File: src/hdl/s2c_pkg.sv
// s2c_pkg: types, constants and the control store of the seconds-to-calendar unit.
// Depends on nothing; every other file of the block imports it.
package s2c_pkg;

	// beat payloads
	typedef struct packed {
		logic [31:0] epoch_seconds;
	} s2c_in_t;

	typedef struct packed {
		logic [11:0] year;
		logic [3:0]  month;
		logic [4:0]  day;
		logic [4:0]  hour;
		logic [5:0]  minute;
		logic [5:0]  second;
		logic        year_ok;
	} s2c_out_t;

	// calendar constants
	localparam logic [15:0] HOURS_PER_QUAD = 16'd35064;
	localparam logic [13:0] HOURS_PER_YEAR = 14'd8760;
	localparam logic [13:0] HOURS_PER_DAY  = 14'd24;
	localparam logic [7:0]  BASE_YEAR_OFS  = 8'd70;
	localparam logic [11:0] CENTURY_BASE   = 12'd1900;
	localparam logic [11:0] OK_YEAR        = 12'd2000;
	localparam logic [7:0]  OK_YEAR_OFS    = 8'(OK_YEAR - CENTURY_BASE);
	localparam logic [5:0]  SIXTY          = 6'd60;

	// reciprocal constants: q = ((x >> pre) * recip) >> post, exact over the input range
	localparam logic [31:0] RECIP_60   = 32'h8888_8889;  // ceil(2^37 / 60)
	localparam logic [5:0]  POST_60    = 6'd37;
	localparam logic [31:0] RECIP_QUAD = 32'd979915;     // ceil(2^32 / 4383), 35064 = 8 * 4383
	localparam logic [5:0]  POST_QUAD  = 6'd32;
	localparam logic [31:0] RECIP_DAY  = 32'd21846;      // ceil(2^16 / 3), 24 = 8 * 3
	localparam logic [5:0]  POST_DAY   = 6'd16;
	localparam logic [1:0]  PRE_BY8    = 2'd3;

	// microcode op codes
	localparam logic [2:0] OP_LOAD  = 3'd0;
	localparam logic [2:0] OP_MUL   = 3'd1;
	localparam logic [2:0] OP_QREM  = 3'd2;
	localparam logic [2:0] OP_YEAR  = 3'd3;
	localparam logic [2:0] OP_MONTH = 3'd4;
	localparam logic [2:0] OP_EMIT  = 3'd5;

	// divisor select
	localparam logic [1:0] DIV_60   = 2'd0;
	localparam logic [1:0] DIV_QUAD = 2'd1;
	localparam logic [1:0] DIV_DAY  = 2'd2;

	// quotient/remainder destination
	localparam logic [1:0] DST_SEC  = 2'd0;
	localparam logic [1:0] DST_MIN  = 2'd1;
	localparam logic [1:0] DST_QUAD = 2'd2;
	localparam logic [1:0] DST_HOUR = 2'd3;

	// jump conditions: taken -> target, else next step
	localparam logic [1:0] COND_NONE     = 2'd0;
	localparam logic [1:0] COND_WAIT_IN  = 2'd1;
	localparam logic [1:0] COND_YEAR     = 2'd2;
	localparam logic [1:0] COND_OUT_BUSY = 2'd3;

	localparam int unsigned STEP_W = 4;
	localparam logic [STEP_W-1:0] STEP_LOAD  = 4'd0;
	localparam logic [STEP_W-1:0] STEP_YEAR  = 4'd7;
	localparam logic [STEP_W-1:0] STEP_LAST  = 4'd11;

	typedef struct packed {
		logic [2:0]        op;
		logic [1:0]        dsel;
		logic [1:0]        dst;
		logic [1:0]        cond;
		logic [STEP_W-1:0] target;
	} s2c_ctrl_t;

	typedef struct packed {
		logic year_more;  // remaining hours still cover the current year
		logic out_busy;   // output register full and not taken this cycle
	} s2c_stat_t;

	function automatic s2c_ctrl_t uword(input logic [2:0] op, input logic [1:0] dsel,
			input logic [1:0] dst, input logic [1:0] cond, input logic [STEP_W-1:0] target);
		s2c_ctrl_t w;
		w.op     = op;
		w.dsel   = dsel;
		w.dst    = dst;
		w.cond   = cond;
		w.target = target;
		return w;
	endfunction

	// control store
	function automatic s2c_ctrl_t s2c_ucode(input logic [STEP_W-1:0] step);
		s2c_ctrl_t w;
		unique case (step)
			4'd0:    w = uword(OP_LOAD,  DIV_60,   DST_SEC,  COND_WAIT_IN,  STEP_LOAD);
			4'd1:    w = uword(OP_MUL,   DIV_60,   DST_SEC,  COND_NONE,     STEP_LOAD);
			4'd2:    w = uword(OP_QREM,  DIV_60,   DST_SEC,  COND_NONE,     STEP_LOAD);
			4'd3:    w = uword(OP_MUL,   DIV_60,   DST_MIN,  COND_NONE,     STEP_LOAD);
			4'd4:    w = uword(OP_QREM,  DIV_60,   DST_MIN,  COND_NONE,     STEP_LOAD);
			4'd5:    w = uword(OP_MUL,   DIV_QUAD, DST_QUAD, COND_NONE,     STEP_LOAD);
			4'd6:    w = uword(OP_QREM,  DIV_QUAD, DST_QUAD, COND_NONE,     STEP_LOAD);
			4'd7:    w = uword(OP_YEAR,  DIV_QUAD, DST_QUAD, COND_YEAR,     STEP_YEAR);
			4'd8:    w = uword(OP_MUL,   DIV_DAY,  DST_HOUR, COND_NONE,     STEP_LOAD);
			4'd9:    w = uword(OP_QREM,  DIV_DAY,  DST_HOUR, COND_NONE,     STEP_LOAD);
			4'd10:   w = uword(OP_MONTH, DIV_DAY,  DST_HOUR, COND_NONE,     STEP_LOAD);
			4'd11:   w = uword(OP_EMIT,  DIV_DAY,  DST_HOUR, COND_OUT_BUSY, STEP_LAST);
			default: w = uword(OP_LOAD,  DIV_60,   DST_SEC,  COND_WAIT_IN,  STEP_LOAD);
		endcase
		return w;
	endfunction

	// 0-based first day of month idx (0 = January); February has 29 days in leap years
	function automatic logic [8:0] month_start(input logic [3:0] idx, input logic leap);
		logic [8:0] s;
		case (idx)
			4'd0:    s = 9'd0;
			4'd1:    s = 9'd31;
			4'd2:    s = 9'd59;
			4'd3:    s = 9'd90;
			4'd4:    s = 9'd120;
			4'd5:    s = 9'd151;
			4'd6:    s = 9'd181;
			4'd7:    s = 9'd212;
			4'd8:    s = 9'd243;
			4'd9:    s = 9'd273;
			4'd10:   s = 9'd304;
			4'd11:   s = 9'd334;
			default: s = 9'd0;
		endcase
		if (leap && idx >= 4'd2) begin
			s = s + 9'd1;
		end
		return s;
	endfunction

endpackage

File: src/hdl/s2c_if.sv
// s2c_if: valid/ready channel interfaces for the seconds-to-calendar unit.
// Depends on s2c_pkg for the beat payload types.
interface s2c_secs_if;
	import s2c_pkg::*;
	logic    valid;
	logic    ready;
	s2c_in_t data;
	modport source (output valid, output data, input ready);
	modport sink   (input valid, input data, output ready);
endinterface

interface s2c_cal_if;
	import s2c_pkg::*;
	logic     valid;
	logic     ready;
	s2c_out_t data;
	modport source (output valid, output data, input ready);
	modport sink   (input valid, input data, output ready);
endinterface

File: src/hdl/seconds_to_calendar_unit.sv
// seconds_to_calendar_unit: top level of the seconds-to-calendar converter.
// Depends on s2c_pkg, s2c_if, s2c_seq and s2c_dp.
//
// Usage:
//   secs (sink)  : one beat carries epoch_seconds, a 32-bit count of seconds
//                  since 1970-01-01 00:00:00. Every bit pattern is legal.
//   cal  (source): one beat per input beat with year, month, day, hour,
//                  minute, second and year_ok (year >= 2000). Every year
//                  divisible by four is leap, 2100 included.
// Timing:
//   A microcoded sequencer walks a 12-step program; secs.ready is high only
//   on the first step. The year walk at step 7 repeats while the remaining
//   hours still cover the current year; the rest run once per beat, apart
//   from the waits for input and output. The four divisions (by 60, 60,
//   35064 and 24) share one 32x32 reciprocal multiplier, two steps per
//   division. A new input beat is taken only after the last result has gone into the output register.
// Reset:
//   arst_n clears the step counter and the output valid; no beat is lost
//   or invented afterwards. No clearing pass is needed.
// Stall:
//   The result sits in an output register. If that register is still full
//   and cal.ready is low, the last step waits and the next input beat is
//   not taken until the register is handed over.
module seconds_to_calendar_unit (
	input  logic       clk,
	input  logic       arst_n,
	s2c_secs_if.sink   secs,
	s2c_cal_if.source  cal
);
	import s2c_pkg::*;

	s2c_ctrl_t ctrl;
	s2c_stat_t stat;
	logic      in_fire;

	// input is taken only on the load step
	assign secs.ready = (ctrl.op == OP_LOAD);
	assign in_fire    = secs.valid && secs.ready;

	s2c_seq u_seq (
		.clk      (clk),
		.arst_n   (arst_n),
		.in_valid (secs.valid),
		.stat     (stat),
		.ctrl     (ctrl)
	);

	s2c_dp u_dp (
		.clk     (clk),
		.arst_n  (arst_n),
		.ctrl    (ctrl),
		.in_fire (in_fire),
		.in_data (secs.data),
		.stat    (stat),
		.cal     (cal)
	);

endmodule

File: src/hdl/s2c_seq.sv
// s2c_seq: step counter and control store readout with conditional jumps.
// Depends on s2c_pkg.
module s2c_seq (
	input  logic               clk,
	input  logic               arst_n,
	input  logic               in_valid,
	input  s2c_pkg::s2c_stat_t stat,
	output s2c_pkg::s2c_ctrl_t ctrl
);
	import s2c_pkg::*;

	logic [STEP_W-1:0] pc_q;
	logic [STEP_W-1:0] pc_next;
	logic              jump;

	assign ctrl = s2c_ucode(pc_q);

	always_comb begin
		unique case (ctrl.cond)
			COND_NONE:     jump = 1'b0;
			COND_WAIT_IN:  jump = !in_valid;
			COND_YEAR:     jump = stat.year_more;
			COND_OUT_BUSY: jump = stat.out_busy;
			default:       jump = 1'b0;
		endcase
		if (jump) begin
			pc_next = ctrl.target;
		end else if (pc_q == STEP_LAST) begin
			pc_next = STEP_LOAD;
		end else begin
			pc_next = pc_q + STEP_W'(1);
		end
	end

	always_ff @(posedge clk or negedge arst_n) begin
		if (!arst_n) begin
			pc_q <= STEP_LOAD;
		end else begin
			pc_q <= pc_next;
		end
	end

endmodule

File: src/hdl/s2c_dp.sv
// s2c_dp: datapath - accumulator, shared reciprocal multiplier, year walk,
// month lookup and output register. Depends on s2c_pkg and s2c_cal_if.
module s2c_dp (
	input  logic               clk,
	input  logic               arst_n,
	input  s2c_pkg::s2c_ctrl_t ctrl,
	input  logic               in_fire,
	input  s2c_pkg::s2c_in_t   in_data,
	output s2c_pkg::s2c_stat_t stat,
	s2c_cal_if.source          cal
);
	import s2c_pkg::*;

	logic [31:0] acc_q;
	logic [63:0] prod_q;
	logic [7:0]  yr_q;
	logic [5:0]  sec_q;
	logic [5:0]  min_q;
	logic [4:0]  hr_q;
	logic [3:0]  mon_q;
	logic [4:0]  day_q;
	s2c_out_t    out_q;
	logic        out_valid_q;

	logic [31:0] mul_a;
	logic [31:0] mul_b;
	logic [31:0] quo;
	logic [31:0] qd;
	logic [31:0] rem;
	logic [13:0] ylen;
	logic        leap;
	logic [8:0]  doy0;
	logic [3:0]  midx;
	logic [8:0]  mstart;
	logic        emit_go;

	// operand and quotient selection per divisor
	always_comb begin
		case (ctrl.dsel)
			DIV_QUAD: begin
				mul_a = acc_q >> PRE_BY8;
				mul_b = RECIP_QUAD;
				quo   = 32'(prod_q >> POST_QUAD);
				qd    = 32'(quo * 32'(HOURS_PER_QUAD));
			end
			DIV_DAY: begin
				mul_a = acc_q >> PRE_BY8;
				mul_b = RECIP_DAY;
				quo   = 32'(prod_q >> POST_DAY);
				qd    = 32'(quo * 32'(HOURS_PER_DAY));
			end
			default: begin
				mul_a = acc_q;
				mul_b = RECIP_60;
				quo   = 32'(prod_q >> POST_60);
				qd    = 32'(quo * 32'(SIXTY));
			end
		endcase
		rem = acc_q - qd;
	end

	assign leap = (yr_q[1:0] == 2'b00);
	assign ylen = leap ? (HOURS_PER_YEAR + HOURS_PER_DAY) : HOURS_PER_YEAR;
	assign doy0 = acc_q[8:0];

	// month: last month whose first day is not past the day of year
	always_comb begin
		midx = 4'd0;
		for (int m = 1; m < 12; m++) begin
			if (doy0 >= month_start(4'(m), leap)) begin
				midx = 4'(m);
			end
		end
		mstart = month_start(midx, leap);
	end

	assign stat.year_more = (acc_q >= 32'(ylen));
	assign stat.out_busy  = out_valid_q && !cal.ready;
	assign emit_go        = (ctrl.op == OP_EMIT) && !stat.out_busy;

	always_ff @(posedge clk) begin
		unique case (ctrl.op)
			OP_LOAD: begin
				if (in_fire) begin
					acc_q <= in_data.epoch_seconds;
				end
			end
			OP_MUL: begin
				prod_q <= mul_a * mul_b;
			end
			OP_QREM: begin
				unique case (ctrl.dst)
					DST_SEC: begin
						sec_q <= rem[5:0];
						acc_q <= quo;
					end
					DST_MIN: begin
						min_q <= rem[5:0];
						acc_q <= quo;
					end
					DST_QUAD: begin
						acc_q <= rem;
						yr_q  <= BASE_YEAR_OFS + {quo[5:0], 2'b00};
					end
					DST_HOUR: begin
						hr_q  <= rem[4:0];
						acc_q <= quo;
					end
					default: ;
				endcase
			end
			OP_YEAR: begin
				if (stat.year_more) begin
					acc_q <= acc_q - 32'(ylen);
					yr_q  <= yr_q + 8'd1;
				end
			end
			OP_MONTH: begin
				mon_q <= midx + 4'd1;
				day_q <= 5'(doy0 - mstart + 9'd1);
			end
			OP_EMIT: begin
				if (emit_go) begin
					out_q.year    <= 12'(yr_q) + CENTURY_BASE;
					out_q.month   <= mon_q;
					out_q.day     <= day_q;
					out_q.hour    <= hr_q;
					out_q.minute  <= min_q;
					out_q.second  <= sec_q;
					out_q.year_ok <= (yr_q >= OK_YEAR_OFS);
				end
			end
			default: ;
		endcase
	end

	always_ff @(posedge clk or negedge arst_n) begin
		if (!arst_n) begin
			out_valid_q <= 1'b0;
		end else if (emit_go) begin
			out_valid_q <= 1'b1;
		end else if (cal.ready) begin
			out_valid_q <= 1'b0;
		end
	end

	assign cal.valid = out_valid_q;
	assign cal.data  = out_q;

endmodule

File: src/flat_wrapper.sv
// flat-port wrapper written by rule: the top's interface ports become plain ports
module seconds_to_calendar_unit_flat import s2c_pkg::*;
  (clk, arst_n, secs_valid, secs_data, secs_ready, cal_valid, cal_data, cal_ready);
  s2c_secs_if secs_i ();
  s2c_cal_if cal_i ();
  input  logic clk;
  input  logic arst_n;
  input wire logic [$bits(secs_i.valid)-1:0] secs_valid;
  input wire logic [$bits(secs_i.data)-1:0] secs_data;
  output wire logic [$bits(secs_i.ready)-1:0] secs_ready;
  output wire logic [$bits(cal_i.valid)-1:0] cal_valid;
  output wire logic [$bits(cal_i.data)-1:0] cal_data;
  input wire logic [$bits(cal_i.ready)-1:0] cal_ready;
  assign secs_i.valid = secs_valid;
  assign secs_i.data = secs_data;
  assign secs_ready = secs_i.ready;
  assign cal_valid = cal_i.valid;
  assign cal_data = cal_i.data;
  assign cal_i.ready = cal_ready;
  seconds_to_calendar_unit u_core (.clk(clk), .arst_n(arst_n), .secs(secs_i), .cal(cal_i));
endmodule
File: config.mk
export PLATFORM = sky130hd
export DESIGN_NAME = seconds_to_calendar_unit_flat
export DESIGN_NICKNAME = d
export VERILOG_FILES = /design/src/hdl/s2c_pkg.sv /design/src/hdl/s2c_if.sv /design/src/hdl/seconds_to_calendar_unit.sv /design/src/hdl/s2c_seq.sv /design/src/hdl/s2c_dp.sv /design/src/flat_wrapper.sv
export SDC_FILE = /design/constraint.sdc
export NUM_CORES = 2
export LEC_CHECK = 0
export BUFFER_PORTS_ARGS = -buffer_cell sky130_fd_sc_hd__buf_2
export CELL_PAD_IN_SITES_DETAIL_PLACEMENT = 1
export CELL_PAD_IN_SITES_GLOBAL_PLACEMENT = 1
export CORE_MARGIN = 2
export CORE_UTILIZATION = 26
export DETAILED_ROUTE_END_ITERATION = 8
export PLACE_DENSITY_LB_ADDON = 0.2
export SLEW_MARGIN = 10
export SYNTH_ARGS = -nofsm -noshare
export SYNTH_HDL_FRONTEND = slang
export SYNTH_SLANG_ARGS = --single-unit
File: constraint.sdc
create_clock -name clk -period 18.5 [get_ports clk]
set_input_delay 1.85 -clock clk [delete_from_list [all_inputs] [get_ports clk]]
set_output_delay 1.85 -clock clk [all_outputs]
set_load 0.1 [all_outputs]
# --- Yosys cells after proc, flatten, opt, wreduce, memory -nomap -nowiden ---
# Memories as Yosys holds them, arrays and structs flattened.
# Index checks and enable logic that the tools add are counted.
word_totals:
  word_cells: 125
  ff_bits: 174
  rom_bits: 352
  in_bits: 36
  memories: 2
  out_inout_bits: 41
mem_list:
  columns: ["name", "depth", "word_bits", "rd", "rd_ports_with_merged_regs", "wr", "line", "rtl"]
  rows:
  - ["(name not given)", 16, 13, 1, 0, 0, "s2c_pkg.sv:96", "unique case (step)"]
  - ["(name not given)", 16, 9, 1, 0, 0, "s2c_pkg.sv:117", "case (idx)"]
op_classes:
  n_mul: 4
  n_eq_ne: 17
  n_lt_le_gt_ge: 14
  addsub: 10
  n_reduce_logical: 22
  muxes: 39
ops:
  columns: ["operator", "count"]
  rows:
  - ["one-hot mux 32 bit (2 select lines)", 4]
  - ["2-to-1 mux 32 bit", 3]
  - ["one-hot mux 32 bit (3 select lines)", 1]
  - ["multiplier 32 x 32 -> 64 bit", 1]
  - ["greater-or-equal comparator 9 x 8 -> 1 bit", 4]
  - ["greater-or-equal comparator 32 x 14 -> 1 bit", 1]
  - ["multiplier 32 x 13 -> 29 bit, second input constant", 1]
  - ["multiplier 32 x 2 -> 29 bit, second input constant", 1]
  - ["subtractor 32 x 14 -> 32 bit", 1]
  - ["subtractor 32 bit", 1]
  - ["multiplier 27 x 4 -> 30 bit, second input constant", 1]
  - ["2-to-1 mux 4 bit", 7]
  - ["greater-or-equal comparator 9 bit", 3]
  - ["greater-or-equal comparator 9 x 7 -> 1 bit", 2]
  - ["2-to-1 mux 3 bit", 6]
  - ["2-to-1 mux 8 bit", 2]
  - ["one-hot mux 8 bit (2 select lines)", 1]
  - ["adder 8 x 11 -> 12 bit, second input constant", 1]
  - ["adder 5 x 1 -> 5 bit, second input constant", 2]
  - ["equality test 2 bit, second input constant", 5]
  - ["greater-or-equal comparator 9 x 5 -> 1 bit, second input constant", 1]
  - ["greater-or-equal comparator 9 x 6 -> 1 bit", 1]
  - ["adder 4 x 1 -> 4 bit, second input constant", 2]
  - ["adder 7 x 8 -> 8 bit, first input constant", 1]
  - ["other kinds (26)", 53]

# --- Depth between registers and ports, before layout ---
depth:
  depth_word: 18
  depth_mapped: 37
  mapped_depth_nobuf: 35

# --- By module ---
# From an unflattened synthesis, not the netlist that was laid out.
unflattened:
  cells_unflattened: 4079
  hier_area_um2: 38403.1
modules_own_cells:
  columns: ["module", "seq_area_each_um2", "n_inst", "cells_per_inst", "area_per_inst_um2"]
  rows:
  - ["s2c_dp", 4619.4, 1, 4020, 37883.8]
  - ["s2c_seq", 100.1, 1, 57, 499.2]
  - ["seconds_to_calendar_unit", 0.0, 1, 2, 20.0]

# --- Worst setup path after synthesis ---
# OpenSTA, ideal clock, no wires.
synth_path:
  kind: "register -> register"
  from: "reg u_core.u_seq.pc_q[0]"
  to: "reg u_core.u_dp.prod_q[60] (data pin)"
  path_stages_with_launch: 36
  setup_time_ps: 262
  n_path_buf: 3
  slack_ps: 9384
  t_arrival_ps: 8855
  cell_sequence: "dfrtp_1 inv_1 ha_1 nand2b_1 nor2_1 clkbuf_1 clkbuf_1 buf_1 nand2_1 a21o_1 fa_1 inv_1 fa_1 fa_1 inv_1 fa_1 inv_1 fa_1 inv_1 fa_1 inv_1 fa_1 inv_1 fa_1 inv_1 ha_1 a21oi_1 o21ai_0 a211oi_1 o211ai_1 a211o_1 a21oi_1 o21ai_1 a221o_1 a211oi_1 xnor2_1"
synth_via:
  elab_chain_cells: 5
synth_lines:
  columns: ["element", "line", "rtl"]
  rows:
  - ["start: declaration", "s2c_seq.sv:12", "logic [STEP_W-1:0] pc_q;"]
  - ["start signal: assignment", "s2c_seq.sv:39", "pc_q <= pc_next;"]
  - ["memory read (16 x 13 bit) (*)", null, null]
  - ["equality test 2 bit / equality test 2 x 1 -> 1 bit (equally long branches)", "s2c_dp.sv:39", "case (ctrl.dsel)"]
  - ["OR reduction 2 bit (no line)", null, null]
  - ["2-to-1 mux 32 bit", "s2c_dp.sv:39", null]
  - ["multiplier 32 x 32 -> 64 bit (*)", "s2c_dp.sv:89", "prod_q <= mul_a * mul_b;"]
  - ["end signal: assignment", "s2c_dp.sv:89", null]
  - ["end: declaration", "s2c_dp.sv:15", "logic [63:0] prod_q;"]
# Every way passes the cells marked *; elsewhere a longest branch is shown, timed or not.
# A chain may end at the register's enable or synchronous reset.

# --- Final worst setup path ---
layout_path:
  from: "reg u_core.u_seq.pc_q[0]"
  to: "reg u_core.u_dp.prod_q[57] (data pin)"
# Same word-level chain as after synthesis.

==> reports/metrics.csv <==
metric;value;unit
yosysWarnings;0;
antenna_left;0;
routed_wl;146;mm
holdPathStages;0;
period_share;58.9;%
start_util;26.1;%
gr-total-overflow;0;
drive_above_1_share;4.53;%
synth.most_common_cell;inv_1;
nNetsFinal;5465;
synth_area_leaders;fa_1, ha_1, edfxtp_1, inv_1, a21oi_1;
cp_top_family;adder cells;
critPathSlowestCell;nor2_4;
clock_path_buffers;2;
crit_type;flop to flop;
critPathCaptureType;flop;
crit_path_frequent_cell;fa_1;
netlist_area;38500;sq um
grt_pass1_vias;31907;
r2r_cells;31;
dp_hpwl;127;mm
syn2layout_area_growth;9.06;%
cts.sinks;158;
synth_area_per_cell;9.17;sq um
insertion_delay;0.46;ns
max_slew_margin;25.9;%
cts_buffers;17;
min_from;u_core.u_dp.day_q[3]$_DFFE_PN_;
worst_r2r_endpoint;u_core.u_dp.prod_q[57]$_DFFE_PN_;
die_height;389;um
syn-instance-count;4204;
ys_seq_area_share;12.2;%
rrSetupSlack;7.61;ns
synth_cell_types;79;
h-tree-depth;4;
async_reset_ff_share;3.16;%
outcome;finished, final reports clean;
crit_buf_inv;6;
firstDrtPassIters;7;
track_usage;19.4;%
detail_route.vias_per_cell;4.79;
synthTopCellsByCount;inv_1, fa_1, ha_1;
grt_max_degree;51;
drc;0;
row_count;141;
clock_skew;0.0172;ns
ios;77;
fillCellCount;17258;
min_path_type;flop to flop;
cp.arrival;11.08;ns
seqCellArea;4720;sq um
multi_input_area;29600;sq um
cts_tree;built;
finalHoldViolations;0;
grt_pass1_wl;218;mm
path_max_fanout;45;
port_buffers;76;
slowest_delay;0.65;ns
timing.rr.start;u_core.u_seq.pc_q[0]$_DFF_PN0_;
synth_ff_type;edfxtp_1;
finalSetupTns;0;ns
startpoint_type;flop;
synth_top_cell_by_area;fa_1;
path_clk_slew;0.07;ns
wl_per_cell;23.5;um
synth_edf_count;153;
die-area;151000;sq um
drtIter0Drc;1873;
tightest_slew;1.08;ns
startpoint;u_core.u_seq.pc_q[0]$_DFF_PN0_;
cts_resized;0;
via_count;29773;
root_buffer;clkbuf_16;
hold_buffers;0;
die_x;389;um
cp_data_required_time;18.69;ns
fmax;91.8;MHz
post-cts-setup-buffer-count;0;
setup_violations;0;
min_period;10.89;ns
hold_end;u_core.u_dp.cal.data[21]$_DFFE_PP_;
yosysTopAreaCellShare;32.4;%
drv_cap;0;
rsz0062_at_grt;no;
gp_congestion;0.884;
coreArea;147000;sq um
slew_viol_final;0;
antenna_found_initial;4;
ys_ff_latch;158;
worst max-delay path by stage:
stage / to / slack, ns / depth (start not counted)
after global placement: u_core.u_dp.prod_q[56]$_DFFE_PN_ / 7.71 / 31
final: u_core.u_dp.prod_q[57]$_DFFE_PN_ / 7.61 / 31
after global routing: u_core.u_dp.prod_q[57]$_DFFE_PN_ / 7.06 / 28
after floorplan: u_core.u_dp.prod_q[60]$_DFFE_PN_ / 9.38 / 35
after detailed placement: u_core.u_dp.prod_q[57]$_DFFE_PN_ / 7.71 / 31
after CTS: u_core.u_dp.prod_q[57]$_DFFE_PN_ / 7.68 / 31
routing by layer:
layer	GRT usage, %	vias up	routed length, um
met5	0	-	13
met1	28.1	15520	71100
met4	2.27	2	1610
met2	32.5	507	68900
met3	1.42	69	4340
li1	-	13675	-
registers in the layout (all words and copies together), names as in the netlist:
| signal | count |
|---|---|
| u_core.u_dp.acc_q | 32 |
| u_core.u_dp.cal.data | 39 |
| u_core.u_dp.cal.valid | 1 |
| u_core.u_dp.day_q | 5 |
| u_core.u_dp.hr_q | 5 |
| u_core.u_dp.min_q | 6 |
| u_core.u_dp.mon_q | 4 |
| u_core.u_dp.prod_q | 48 |
| u_core.u_dp.sec_q | 6 |
| u_core.u_dp.yr_q | 8 |
| u_core.u_seq.pc_q | 4 |
logic make-up (layout without fill, tap and decap cells):
group / count (synthesis) / in the layout / share of synthesized area, %
xor+xnor: 199 / 199 / 4.52
other cells: 2 / 35 / 0.0195
buf+inv: 1169 / 1212 / 11.4
simple gates: 707 / 707 / 8.48
flops: 158 / 158 / 12.2
compound gates: 799 / 799 / 13.2
fa+ha+maj: 1163 / 1163 / 49.9
mux: 7 / 7 / 0.217
placed cells by master (no fill, tap or decap), types with 12 or more instances in the layout:
cell type,count
a221o_1,12
nor2b_1,20
xnor2_1,124
o21bai_1,35
a211oi_1,32
xor2_1,75
nand2_1,295
o21a_1,26
o221ai_1,14
fa_1,624
a221oi_1,17
edfxtp_1,153
clkbuf_16,17
inv_1,1053
conb_1,34
o21ai_0,171
or2_2,12
a31oi_1,20
nor2_1,137
buf_4,48
nand2b_1,18
o211ai_1,16
a22oi_1,14
buf_2,76
ha_1,539
nand3_1,53
a21o_1,88
nand4_1,25
and3_1,20
a21oi_1,227
o22ai_1,39
o31ai_1,12
nor3_1,38
and2_1,29
through the flow:
| stage | worst slack, ns | area (sq um) | cells | utilization [%] | hold WS [ns] |
|---|---|---|---|---|---|
| after global routing | 7.06 | 42000 | 6209 | 28.5 | 0.418 |
| after detailed placement | 7.71 | 41500 | 6177 | 28.1 | 0.406 |
| final | 7.61 | 42000 | 6210 | 28.5 | 0.410 |
| after global placement | 7.71 | 41500 | 6177 | 28.1 | 0.402 |
| after floorplan | 9.38 | 38700 | 4236 | - | 0.400 |
| after CTS | 7.68 | 42000 | 6209 | 28.5 | 0.413 |
layout make-up:
| class | instances | share of cell area, % |
|---|---|---|
| clock inverters | 14 | 0.357 |
| diodes | 1 | 0.00595 |
| inverters | 1056 | 9.43 |
| clock buffers | 18 | 1.02 |
| multi-input cells | 2909 | 70.5 |
| well taps | 1930 | 5.74 |
| repair buffers | 124 | 1.76 |
| flip-flops and latches | 158 | 11.2 |
Power is not shown: default switching activity piles up to over one toggle a cycle in this logic, so the estimate is an artifact.
